<file path="config.mk">
export PLATFORM = sky130hd
export DESIGN_NAME = relative_strength_index_unit_flat
export DESIGN_NICKNAME = d
export VERILOG_FILES = /design/src/sv/rsi_pkg.sv /design/src/sv/rsi_if.sv /design/src/sv/rsi_ctrl.sv /design/src/sv/rsi_dp.sv /design/src/sv/relative_strength_index_unit.sv /design/src/flat_wrapper.sv
export SDC_FILE = /design/constraint.sdc
export NUM_CORES = 2
export LEC_CHECK = 0
export BUFFER_PORTS_ARGS = -buffer_cell sky130_fd_sc_hd__buf_2
export CORE_UTILIZATION = 40
export DETAILED_ROUTE_END_ITERATION = 6
export SETUP_SLACK_MARGIN = 0.2
export SLEW_MARGIN = 20
export SYNTH_ARGS = -nofsm -noshare
export SYNTH_HDL_FRONTEND = slang
export SYNTH_SLANG_ARGS = --single-unit
</file>
<file path="constraint.sdc">
create_clock -name clk_i -period 22.9 [get_ports clk_i]
set_input_delay 6.87 -clock clk_i [delete_from_list [all_inputs] [get_ports clk_i]]
set_output_delay 6.87 -clock clk_i [all_outputs]
set_load 0.1 [all_outputs]
</file>
<file path="src/sv/rsi_pkg.sv">
// Shared types and constants for the relative strength index unit.
// No dependencies; compiled first.
`default_nettype none

package rsi_pkg;

  localparam int PRICE_BITS_DEF = 32;
  localparam int FRAC_BITS_DEF  = 16;

  localparam int PRICE_IN_W = 32;
  localparam int RSI_W      = 23;
  localparam int PERIOD_W   = 8;
  localparam int GUARD_BITS = 8;
  localparam int RSI_SCALE  = 100;
  localparam int SCALE_BITS = 7;

  localparam logic [PERIOD_W-1:0] PERIOD_RESET = 8'd14;
  localparam logic [PERIOD_W-1:0] PERIOD_MIN   = 8'd2;
  localparam logic [PERIOD_W-1:0] WARM_DONE    = 8'hFF;

  typedef struct packed {
    logic take;
    logic acc;
    logic seed_ld;
    logic mul;
    logic add;
    logic div_step;
    logic wb;
    logic wb_seed;
    logic rmul;
    logic rdiv_step;
    logic out_load;
  } rsi_cmd_t;

  typedef struct packed {
    logic have_prev;
    logic warm_done;
    logic warm_last;
    logic loss_zero;
    logic out_free;
  } rsi_sts_t;

endpackage

`default_nettype wire

</file>
<file path="src/sv/rsi_if.sv">
// Handshake interfaces for the price input and the RSI result channels.
// Depends on rsi_pkg for the payload widths.
`default_nettype none

interface rsi_price_if;
  logic                            valid;
  logic                            ready;
  logic [rsi_pkg::PRICE_IN_W-1:0]  price;
  modport source (output valid, output price, input ready);
  modport sink (input valid, input price, output ready);
endinterface

interface rsi_result_if;
  logic                       valid;
  logic                       ready;
  logic [rsi_pkg::RSI_W-1:0]  strength;
  modport source (output valid, output strength, input ready);
  modport sink (input valid, input strength, output ready);
endinterface

`default_nettype wire

</file>
<file path="src/sv/rsi_ctrl.sv">
// Sequencer for the RSI unit: steps the datapath through warm-up, seeding,
// smoothing and the RSI quotient. Depends on rsi_pkg.
`default_nettype none

module rsi_ctrl #(
  parameter int PRICE_BITS = rsi_pkg::PRICE_BITS_DEF,
  parameter int FRAC_BITS  = rsi_pkg::FRAC_BITS_DEF
) (
  input  wire                     clk_i,
  input  wire                     rst_ni,
  input  wire                     in_valid_i,
  output logic                    in_ready_o,
  input  wire rsi_pkg::rsi_sts_t  sts_i,
  output rsi_pkg::rsi_cmd_t       cmd_o
);

  localparam int MW    = PRICE_BITS + FRAC_BITS + rsi_pkg::GUARD_BITS;
  localparam int QB    = FRAC_BITS + rsi_pkg::SCALE_BITS;
  localparam int CNT_W = $clog2(MW);

  localparam logic [CNT_W-1:0] LANE_LAST = CNT_W'(MW - 1);
  localparam logic [CNT_W-1:0] RSI_LAST  = CNT_W'(QB - 1);

  localparam logic [3:0] ST_IDLE = 4'd0;
  localparam logic [3:0] ST_ACC  = 4'd1;
  localparam logic [3:0] ST_SEED = 4'd2;
  localparam logic [3:0] ST_MUL  = 4'd3;
  localparam logic [3:0] ST_ADD  = 4'd4;
  localparam logic [3:0] ST_DIV  = 4'd5;
  localparam logic [3:0] ST_WB   = 4'd6;
  localparam logic [3:0] ST_RMUL = 4'd7;
  localparam logic [3:0] ST_RDIV = 4'd8;
  localparam logic [3:0] ST_OUT  = 4'd9;

  logic [3:0]       state_q, state_d;
  logic [CNT_W-1:0] cnt_q, cnt_d;
  logic             seed_q, seed_d;

  always_ff @(posedge clk_i or negedge rst_ni) begin
    if (!rst_ni) begin
      state_q <= ST_IDLE;
      cnt_q   <= '0;
      seed_q  <= 1'b0;
    end else begin
      state_q <= state_d;
      cnt_q   <= cnt_d;
      seed_q  <= seed_d;
    end
  end

  always_comb begin
    state_d    = state_q;
    cnt_d      = cnt_q;
    seed_d     = seed_q;
    cmd_o      = '0;
    in_ready_o = 1'b0;
    unique case (state_q)
      ST_IDLE: begin
        in_ready_o = 1'b1;
        if (in_valid_i) begin
          cmd_o.take = 1'b1;
          if (!sts_i.have_prev) begin
            state_d = ST_IDLE;
          end else if (!sts_i.warm_done) begin
            state_d = ST_ACC;
          end else begin
            state_d = ST_MUL;
          end
        end
      end
      ST_ACC: begin
        cmd_o.acc = 1'b1;
        state_d   = sts_i.warm_last ? ST_SEED : ST_IDLE;
      end
      ST_SEED: begin
        cmd_o.seed_ld = 1'b1;
        seed_d        = 1'b1;
        cnt_d         = '0;
        state_d       = ST_DIV;
      end
      ST_MUL: begin
        cmd_o.mul = 1'b1;
        seed_d    = 1'b0;
        state_d   = ST_ADD;
      end
      ST_ADD: begin
        cmd_o.add = 1'b1;
        cnt_d     = '0;
        state_d   = ST_DIV;
      end
      ST_DIV: begin
        cmd_o.div_step = 1'b1;
        cnt_d          = cnt_q + 1'b1;
        if (cnt_q == LANE_LAST) begin
          state_d = ST_WB;
        end
      end
      ST_WB: begin
        cmd_o.wb      = 1'b1;
        cmd_o.wb_seed = seed_q;
        state_d       = seed_q ? ST_IDLE : ST_RMUL;
      end
      ST_RMUL: begin
        cmd_o.rmul = 1'b1;
        cnt_d      = '0;
        state_d    = sts_i.loss_zero ? ST_OUT : ST_RDIV;
      end
      ST_RDIV: begin
        cmd_o.rdiv_step = 1'b1;
        cnt_d           = cnt_q + 1'b1;
        if (cnt_q == RSI_LAST) begin
          state_d = ST_OUT;
        end
      end
      ST_OUT: begin
        if (sts_i.out_free) begin
          cmd_o.out_load = 1'b1;
          state_d        = ST_IDLE;
        end
      end
      default: begin
        state_d = ST_IDLE;
      end
    endcase
  end

endmodule

`default_nettype wire

</file>
<file path="src/sv/rsi_dp.sv">
// Datapath of the RSI unit: price history, averages, two radix-2 lanes
// dividing by the period, the RSI divider and the output register.
// Depends on rsi_pkg.
`default_nettype none

module rsi_dp #(
  parameter int PRICE_BITS = rsi_pkg::PRICE_BITS_DEF,
  parameter int FRAC_BITS  = rsi_pkg::FRAC_BITS_DEF
) (
  input  wire                              clk_i,
  input  wire                              rst_ni,
  input  wire                              cfg_we_i,
  input  wire [rsi_pkg::PERIOD_W-1:0]      cfg_wdata_i,
  input  wire [PRICE_BITS-1:0]             price_i,
  input  wire rsi_pkg::rsi_cmd_t           cmd_i,
  output rsi_pkg::rsi_sts_t                sts_o,
  output logic                             out_valid_o,
  input  wire                              out_ready_i,
  output logic [rsi_pkg::RSI_W-1:0]        out_data_o
);

  localparam int PW = rsi_pkg::PERIOD_W;
  localparam int MW = PRICE_BITS + FRAC_BITS + rsi_pkg::GUARD_BITS;
  localparam int LW = MW + PW;
  localparam int QB = FRAC_BITS + rsi_pkg::SCALE_BITS;
  localparam int SB = rsi_pkg::SCALE_BITS;
  localparam int OW = rsi_pkg::RSI_W;

  localparam logic [QB-1:0] RSI_FULL = QB'(rsi_pkg::RSI_SCALE) << FRAC_BITS;

  // architectural state
  logic [PW-1:0]         period_q;
  logic [PRICE_BITS-1:0] prev_q;
  logic                  have_prev_q;
  logic [MW-1:0]         gain_q, loss_q;
  logic [PW-1:0]         warm_q;
  logic                  out_valid_q;

  // working registers
  logic [PRICE_BITS-1:0] up_q, dn_q;
  logic [LW-1:0]         lane_g_q, lane_l_q;
  logic [MW:0]           rr_q, sum_q;
  logic [QB-1:0]         rn_q;
  logic [OW-1:0]         out_data_q;

  logic [PW-1:0]         p_eff, pm1;
  logic [PW:0]           p9, g9, l9, gd9, ld9;
  logic                  g_ge, l_ge;
  logic [LW-1:0]         mul_g, mul_l;
  logic [MW+SB-1:0]      prod;
  logic [MW+1:0]         t_r, sum_x, diff_r;
  logic                  r_ge;
  logic [QB-1:0]         rsi_sel;
  logic [OW-1:0]         rsi_next;

  assign p_eff = (period_q < rsi_pkg::PERIOD_MIN) ? rsi_pkg::PERIOD_MIN : period_q;
  assign pm1   = p_eff - 1'b1;
  assign p9    = {1'b0, p_eff};

  assign mul_g = LW'(gain_q) * LW'(pm1);
  assign mul_l = LW'(loss_q) * LW'(pm1);

  // one restoring step per lane: remainder sits in the top PW bits
  assign g9   = {lane_g_q[LW-1:MW], lane_g_q[MW-1]};
  assign l9   = {lane_l_q[LW-1:MW], lane_l_q[MW-1]};
  assign g_ge = g9 >= p9;
  assign l_ge = l9 >= p9;
  assign gd9  = g_ge ? (g9 - p9) : g9;
  assign ld9  = l_ge ? (l9 - p9) : l9;

  assign prod   = (MW+SB)'(gain_q) * (MW+SB)'(rsi_pkg::RSI_SCALE);
  assign t_r    = {rr_q, rn_q[QB-1]};
  assign sum_x  = {1'b0, sum_q};
  assign r_ge   = t_r >= sum_x;
  assign diff_r = t_r - sum_x;

  assign rsi_sel = sts_o.loss_zero ? RSI_FULL : rn_q;

  if (QB >= OW) begin : g_out_trunc
    assign rsi_next = rsi_sel[OW-1:0];
  end else begin : g_out_ext
    assign rsi_next = {{(OW-QB){1'b0}}, rsi_sel};
  end

  assign sts_o.have_prev = have_prev_q;
  assign sts_o.warm_done = (warm_q == rsi_pkg::WARM_DONE);
  assign sts_o.warm_last = ({1'b0, warm_q} + 1'b1) >= p9;
  assign sts_o.loss_zero = (loss_q == '0);
  assign sts_o.out_free  = !out_valid_q || out_ready_i;

  assign out_valid_o = out_valid_q;
  assign out_data_o  = out_data_q;

  always_ff @(posedge clk_i or negedge rst_ni) begin
    if (!rst_ni) begin
      period_q    <= rsi_pkg::PERIOD_RESET;
      prev_q      <= '0;
      have_prev_q <= 1'b0;
      gain_q      <= '0;
      loss_q      <= '0;
      warm_q      <= '0;
      out_valid_q <= 1'b0;
    end else begin
      if (cfg_we_i) begin
        period_q <= cfg_wdata_i;
      end
      if (cmd_i.take) begin
        prev_q      <= price_i;
        have_prev_q <= 1'b1;
      end
      if (cmd_i.acc) begin
        gain_q <= gain_q + MW'(up_q);
        loss_q <= loss_q + MW'(dn_q);
        warm_q <= warm_q + 1'b1;
      end
      if (cmd_i.wb) begin
        gain_q <= lane_g_q[MW-1:0];
        loss_q <= lane_l_q[MW-1:0];
        if (cmd_i.wb_seed) begin
          warm_q <= rsi_pkg::WARM_DONE;
        end
      end
      if (cmd_i.out_load) begin
        out_valid_q <= 1'b1;
      end else if (out_ready_i) begin
        out_valid_q <= 1'b0;
      end
    end
  end

  always_ff @(posedge clk_i) begin
    if (cmd_i.take) begin
      up_q <= (price_i > prev_q) ? (price_i - prev_q) : '0;
      dn_q <= (price_i > prev_q) ? '0 : (prev_q - price_i);
    end
    if (cmd_i.seed_ld) begin
      lane_g_q <= LW'(gain_q) << FRAC_BITS;
      lane_l_q <= LW'(loss_q) << FRAC_BITS;
    end else if (cmd_i.mul) begin
      lane_g_q <= mul_g;
      lane_l_q <= mul_l;
    end else if (cmd_i.add) begin
      lane_g_q <= lane_g_q + (LW'(up_q) << FRAC_BITS);
      lane_l_q <= lane_l_q + (LW'(dn_q) << FRAC_BITS);
    end else if (cmd_i.div_step) begin
      lane_g_q <= {gd9[PW-1:0], lane_g_q[MW-2:0], g_ge};
      lane_l_q <= {ld9[PW-1:0], lane_l_q[MW-2:0], l_ge};
    end
    if (cmd_i.rmul) begin
      rr_q  <= (MW+1)'(prod >> SB);
      rn_q  <= {prod[SB-1:0], {FRAC_BITS{1'b0}}};
      sum_q <= (MW+1)'(gain_q) + (MW+1)'(loss_q);
    end else if (cmd_i.rdiv_step) begin
      rr_q <= r_ge ? diff_r[MW:0] : t_r[MW:0];
      rn_q <= {rn_q[QB-2:0], r_ge};
    end
    if (cmd_i.out_load) begin
      out_data_q <= rsi_next;
    end
  end

endmodule

`default_nettype wire

</file>
<file path="src/sv/relative_strength_index_unit.sv">
// Relative strength index unit (Wilder smoothing), top level.
// Depends on rsi_pkg, rsi_if, rsi_ctrl and rsi_dp.
//
// Usage: prices enter on price_i (valid/ready), results leave on rsi_o as
// RSI in Q(FRAC_BITS), 0 to 100. The user must write the period register
// through cfg_we_i/cfg_wdata_i only while the unit is idle; the block does
// not enforce this. 0 and 1 act as 2. The first price is stored only; the
// next `period` prices sum gains and losses and seed the averages, without
// results. Every later price yields exactly one result.
// MW = PRICE_BITS + FRAC_BITS + 8, QB = FRAC_BITS + 7.
// The radix-2 divider lanes run MW steps for the division by the period and
// QB steps for the RSI quotient, which is skipped with no average loss.
// A result is loaded into an output register once that register is free. The
// next price is taken while that result waits; a further result waits in
// the sequencer until the output register frees up.
// Reset sets period to 14 and clears history, averages and warm-up count.
`default_nettype none

module relative_strength_index_unit #(
  parameter int PRICE_BITS = rsi_pkg::PRICE_BITS_DEF,
  parameter int FRAC_BITS  = rsi_pkg::FRAC_BITS_DEF
) (
  input  wire                           clk_i,
  input  wire                           rst_ni,
  input  wire                           cfg_we_i,
  input  wire [rsi_pkg::PERIOD_W-1:0]   cfg_wdata_i,
  rsi_price_if.sink                     price_i,
  rsi_result_if.source                  rsi_o
);

  rsi_pkg::rsi_cmd_t     cmd;
  rsi_pkg::rsi_sts_t     sts;
  logic [PRICE_BITS-1:0] price_w;
  logic                  in_ready;

  if (PRICE_BITS <= rsi_pkg::PRICE_IN_W) begin : g_price_trunc
    assign price_w = price_i.price[PRICE_BITS-1:0];
  end else begin : g_price_ext
    assign price_w = {{(PRICE_BITS-rsi_pkg::PRICE_IN_W){1'b0}}, price_i.price};
  end

  assign price_i.ready = in_ready;

  rsi_ctrl #(
    .PRICE_BITS (PRICE_BITS),
    .FRAC_BITS  (FRAC_BITS)
  ) u_ctrl (
    .clk_i      (clk_i),
    .rst_ni     (rst_ni),
    .in_valid_i (price_i.valid),
    .in_ready_o (in_ready),
    .sts_i      (sts),
    .cmd_o      (cmd)
  );

  rsi_dp #(
    .PRICE_BITS (PRICE_BITS),
    .FRAC_BITS  (FRAC_BITS)
  ) u_dp (
    .clk_i       (clk_i),
    .rst_ni      (rst_ni),
    .cfg_we_i    (cfg_we_i),
    .cfg_wdata_i (cfg_wdata_i),
    .price_i     (price_w),
    .cmd_i       (cmd),
    .sts_o       (sts),
    .out_valid_o (rsi_o.valid),
    .out_ready_i (rsi_o.ready),
    .out_data_o  (rsi_o.strength)
  );

  // a new result never overwrites one still waiting
  a_no_overwrite: assert property (@(posedge clk_i) disable iff (!rst_ni)
    cmd.out_load |-> (!rsi_o.valid || rsi_o.ready))
    else $error("result register overwritten");

  // results only come after warm-up has finished
  a_out_after_warm: assert property (@(posedge clk_i) disable iff (!rst_ni)
    cmd.out_load |-> sts.warm_done)
    else $error("result during warm-up");

  // the sequencer issues at most one datapath operation per cycle
  a_one_cmd: assert property (@(posedge clk_i) disable iff (!rst_ni)
    $onehot0({cmd.take, cmd.acc, cmd.seed_ld, cmd.mul, cmd.add, cmd.div_step,
              cmd.wb, cmd.rmul, cmd.rdiv_step, cmd.out_load}))
    else $error("overlapping datapath commands");

  // smoothing only follows a price taken after warm-up
  a_take_idle: assert property (@(posedge clk_i) disable iff (!rst_ni)
    cmd.take |=> !cmd.mul || $past(sts.warm_done))
    else $error("smoothing started before warm-up finished");

endmodule

`default_nettype wire
</file>
<file path="src/flat_wrapper.sv">
// flat-port wrapper written by rule: the top's interface ports become plain ports
module relative_strength_index_unit_flat 
#(
  parameter int PRICE_BITS = rsi_pkg::PRICE_BITS_DEF,
  parameter int FRAC_BITS  = rsi_pkg::FRAC_BITS_DEF
)
  (clk_i, rst_ni, cfg_we_i, cfg_wdata_i, price_i_valid, price_i_price, price_i_ready, rsi_o_valid, rsi_o_strength, rsi_o_ready);
  rsi_price_if price_i_i ();
  rsi_result_if rsi_o_i ();
  input  wire clk_i;
  input  wire rst_ni;
  input  wire cfg_we_i;
  input  wire [rsi_pkg::PERIOD_W-1:0] cfg_wdata_i;
  input wire logic [$bits(price_i_i.valid)-1:0] price_i_valid;
  input wire logic [$bits(price_i_i.price)-1:0] price_i_price;
  output wire logic [$bits(price_i_i.ready)-1:0] price_i_ready;
  output wire logic [$bits(rsi_o_i.valid)-1:0] rsi_o_valid;
  output wire logic [$bits(rsi_o_i.strength)-1:0] rsi_o_strength;
  input wire logic [$bits(rsi_o_i.ready)-1:0] rsi_o_ready;
  assign price_i_i.valid = price_i_valid;
  assign price_i_i.price = price_i_price;
  assign price_i_ready = price_i_i.ready;
  assign rsi_o_valid = rsi_o_i.valid;
  assign rsi_o_strength = rsi_o_i.strength;
  assign rsi_o_i.ready = rsi_o_ready;
  relative_strength_index_unit #(.PRICE_BITS(PRICE_BITS), .FRAC_BITS(FRAC_BITS)) u_core (.clk_i(clk_i), .rst_ni(rst_ni), .cfg_we_i(cfg_we_i), .cfg_wdata_i(cfg_wdata_i), .price_i(price_i_i), .rsi_o(rsi_o_i));
endmodule
</file>
Word-level counts from Yosys, hierarchy flattened

Index checks and enable logic that the tools add are counted.

Register bits: 525
Output and inout bits: 25
Logic and storage cells: 126

Add/subtract/negate cells: 14
Multipliers: 3
Order comparisons: 6
Equality and inequality tests: 16
Multiplexer cells: 50
Reduce and logical (&&, ||, !) cells: 15

Operator list:

| cell                  | count |
|---|---|
| $mux 64               | 8 |
| $mux 56               | 6 |
| $add 64x48->64        | 2 |
| $mul 56x8->64         | 2 |
| $add 56x32->56        | 2 |
| $sub 32x32->32        | 2 |
| $mul 56x5->61 const B | 1 |
| $ge 58x57->1          | 1 |
| $add 56x56->57        | 1 |
| $mux 57               | 1 |
| $sub 57x57->57        | 1 |
| $logic_not 56->1      | 1 |
| $mux 8                | 6 |
| $mux 23               | 2 |
| $pmux 4 s9            | 1 |
| $gt 32x32->1          | 1 |
| $ge 9x8->1            | 3 |
| $mux 4                | 5 |
| $eq 4x3->1 const B    | 4 |
| $sub 8x8->8           | 2 |
| $mux 1                | 15 |
| $pmux 6 s2            | 1 |
| $reduce_bool 2->1     | 5 |
| $add 8x1->9 const B   | 1 |
| 23 further kinds      | 30 |

Longest topological paths before layout

Word-level depth: 8
Depth in mapped cells: 31
Depth with buffers taken out: 28

Hierarchy

Synthesis repeated with hierarchy kept, for this count alone.

Cell total of the unflattened synthesis: 8952
Area total of the unflattened synthesis: 74909.3 µm²

By module, submodules not included:

| module   | instances | cells each | area an instance (µm²) |
|---|---|---|---|
| rsi_dp   | 1         | 8855       | 74103.6 |
| rsi_ctrl | 1         | 97         | 805.8 |

Least setup slack after synthesis

Ideal clock, no wire load.

Path kind: register -> output
Start point: register u_core.u_ctrl.state_q[0]
End point: output port price_i_ready
Arrival time: 3652 ps
Data required time: 16030 ps
Setup slack: 12378 ps
Cell stages (with the launch flop): 3
Path buffers: 1
Cells stage by stage: dfrtp_1 > clkbuf_1 > nor4_1

Cells in the longest elaborated chain, start to end: 2

RTL lines:

| item                   | RTL line           | text |
|---|---|---|
| start, declared        | rsi_ctrl.sv:35     | `logic [3:0] state_q, state_d;` |
| start signal, assigned | rsi_ctrl.sv:45     | `state_q <= state_d;` |
| $logic_not 4->1        | rsi_ctrl.sv:57     | `unique case (state_q)` |
| $mux 1                 | rsi_ctrl.sv:57     |  |
| end, declared          | flat_wrapper.sv:16 | `output wire logic [$bits(price_i_i.ready)-1:0] price_i_ready;` |

No other way between the ends.

Final worst setup path

Start point: input port price_i_price[0]
End point: register u_core.u_dp.dn_q[4], data pin

Cells in the longest elaborated chain, start to end: 1
Elaborated cells between the ends (all ways): 2
Those cells by class: 1 x add/sub; 1 x order compare

RTL lines:

| item                                           | RTL line           | text |
|---|---|---|
| start, declared                                | flat_wrapper.sv:15 | `input wire logic [$bits(price_i_i.price)-1:0] price_i_price;` |
| $sub 32x32->32 or $gt 32x32->1 (tied branches) | rsi_dp.sv:134      | `dn_q <= (price_i > prev_q) ? '0 : (prev_q - price_i);` |
| end signal, assigned                           | rsi_dp.sv:134      |  |
| end, declared                                  | rsi_dp.sv:40       | `logic [PRICE_BITS-1:0] up_q, dn_q;` |

Parallel ways exist; a longest one is shown, timed or not.
A chain may end at the register's enable or synchronous reset.

==> metrics.yaml <==
synth:
  synth.most_common_cell: "inv_1"
  synth_top_area_share: 0.1882
  synth_edf_count: 301
  syn-num-nets: 10411
  synthArstFlopShare: 0.3295
  synth_area_um2: 75410
  yosysSeqAreaShare: 0.1908
  synth.area.top_cells: "fa_1 19%, edfxtp_1 12%, ha_1 11%"
  synth_top_area_cell: "fa_1"
  synthFlopType: "edfxtp_1"
  synth_cells: 8985
  synth_commonest_cells: "1,193 x inv_1, 709 x fa_1, 683 x a21oi_1"
  synth_cell_types: 97
  syn_area_per_cell_um2: 8.393
  yosys_register_bits: 525
  synth_warnings: 0
final_layout:
  syn2layout_area_growth_pct: 7.433
  fillerInstances: 18600
  seqCellArea_um2: 14400
  multi_input_area_um2: 55130
  finalNonFillerCells: 11366
  drive_above_1_share: 0.04702
  final_core_util: 0.4319
  fin_nets: 10234
global_routing:
  grt_pass1_vias: 66386
  grt.overflow.total: 0
  grt_antenna_before_repair: 9
  track_usage: 0.2742
  grt_max_degree: 113
  grt_pass1_wl_mm: 404.9
setup_path:
  endpoint_kind: "flop"
  worstPathMaxFanout: 17
  reg2reg_depth: 28
  rrSetupSlack_ns: 13.25
  arrival_ns: 10.98
  critPathLaunchType: "input port"
  r2r-start: "u_core.u_dp.period_q[5]"
  regToRegEndpoint: "u_core.u_dp.lane_g_q[59]"
  cp.required_ns: 23.35
  worstSetupPathType: "in2reg"
detailed_routing:
  drc: 0
  vias: 65705
  viasPerCell: 5.781
  wl_mm: 263.5
  first_iter_violations: 5452
  top_layer: "met5"
  wl_met2_mm: 118.1
  route.detailed.wl_per_inst_um: 23.18
  dr.pass1.iters: 6
  drt-met1-wl_mm: 111.1
  wl_met3_mm: 20.50
  ant_nets: 0
clock_network:
  clockBufferDepth: 3
  numCtsBuffers: 73
  clkTransAtPathRegs_ns: 0.06
  ctsResizeCount: 0
  h-tree-depth: 3
  cts.sinks: 525
  cts_hold_buf: 0
  worstSkewPairLatency_ns: 0.71
  cts_tree: "yes"
  cts_setup_buffers: 0
  root_buffer: "clkbuf_16"
die:
  die_height_um: 436.2
  num_io_pins: 70
  rows: 159
  dieArea_um2: 190300
  start_util: 0.4020
  coreArea_um2: 187600
  die_w_um: 436.2
placement:
  dpl.cell_count: 11228
  port_buffers: 69
  gp_congestion: 0.9652
  dpl_worst_slack_ns: 11.65
  dpl.hpwl_mm: 199.9
timing:
  slew_headroom: 0.2343
  finalHoldViolations: 0
  tightestPinTransition_ns: 1.142
  setup_viol: 0
  fin_ws_ns: 12.37
  fin_skew_ns: 0.04044
  layout_worst_path_cycle_share: 0.4598
  rsz0062_at_grt: "no"
  slew_violations: 0
  fin_crit_ns: 10.53
  max_freq_mhz: 94.98
  fin_setup_tns_ns: 0
job:
  maxCapViolCount: 0
worst_hold_path:
  worstHoldEndpoint: "u_core.u_dp.rn_q[10]"
  hp-class: "reg2reg"
  holdPathStages: 2
  hold_path_startpoint: "u_core.u_dp.rn_q[9]"
status:
  status: "finished, final reports clean"
==> through the flow <==
stage,hold WS [ns],cell area [um^2]
final,0.4483,81020
after global routing,0.4791,81020
after CTS,0.4527,81000
after detailed placement,0.4403,78410
after global placement,0.4387,78400
after floorplan,0.4267,75410
==> logic make-up after synthesis <==
group,synth area share
muxes,0.008594
xor gates and xnor gates,0.05342
buffers and inverters,0.08181
AOI/OAI and AO/OA,0.1927
adders and majority gates,0.2997
DFF,0.1908
and+or+nand+nor,0.1729
==> layer usage <==
layer	track usage	up-vias
li1	-	30174
met1	0.3585	32448
met2	0.4389	2497
met3	0.04839	580
met4	0.1285	6
met5	0	-
==> worst max-delay path, cell delays in order <==
cell,delay (ns)
buf_2,0.10
inv_1,0.05
ha_1,0.22
fa_1,0.38
nor2b_1,0.19
o21ai_0,0.15
a21boi_2,0.24
o21ai_1,0.19
o211ai_1,0.33
a41oi_1,0.28
o21ai_1,0.31
a21oi_1,0.16
o31a_1,0.37
a31oi_2,0.68
buf_4,0.36
nor3_1,0.08
==> cells in the final DEF, fill, tap and decap left out, types with 86 or more instances in the layout <==
cell type  instances
dfrtp_1          168
o21ai_0          482
edfxtp_1         301
inv_1           1190
xor2_1           198
buf_4            116
nor2b_1           89
a21o_1           293
ha_1             671
and2_1           451
a211oi_1          86
nand2b_1         191
a21oi_1          683
xnor2_1          253
nand4_1          106
nor2_1           641
nand2_1          666
fa_1             709
nand3_1          179
==> flip-flops by register name (all words and copies together), names as in the netlist, named ones only <==
signal and flops:
u_core.u_dp.rr_q 57, u_core.u_dp.sum_q 57, u_core.u_dp.gain_q 56, u_core.u_dp.loss_q 56, u_core.u_dp.lane_g_q 48, u_core.u_dp.lane_l_q 48
u_core.u_dp.dn_q 32, u_core.u_dp.prev_q 32, u_core.u_dp.up_q 32, u_core.u_dp.out_data_o 23, u_core.u_dp.rn_q 23, u_core.u_dp.period_q 8
u_core.u_dp.warm_q 8, u_core.u_ctrl.cnt_q 6, u_core.u_ctrl.state_q 4, u_core.u_ctrl.seed_q 1, u_core.u_dp.have_prev_q 1, u_core.u_dp.out_valid_o 1
==> worst max path at each step <==
stage	start	depth (start not counted)	endpoint	slack [ns]
after floorplan	u_core.u_ctrl.state_q[0]	2	price_i_ready	12.38
after global placement	price_i_price[0]	16	u_core.u_dp.dn_q[4]	11.64
after detailed placement	price_i_price[0]	16	u_core.u_dp.dn_q[4]	11.65
after CTS	price_i_price[0]	16	u_core.u_dp.dn_q[4]	12.40
after global routing	price_i_price[0]	16	u_core.u_dp.dn_q[20]	12.12
final	price_i_price[0]	16	u_core.u_dp.dn_q[4]	12.37
==> layout make-up <==
class                      instances  share of cell area
inverter                        1195             0.05540
clock buffer                      92             0.02510
tap                             2495             0.03853
clock inverter                    44            0.006872
timing repair buffer             188             0.01586
multi-input combinational       6825              0.6805
antenna                            2          0.00006177
sequential                       525              0.1777
Power is left out: the tool's default activity adds up to more than one toggle a clock period on the data nets, which glitch-free logic cannot reach.
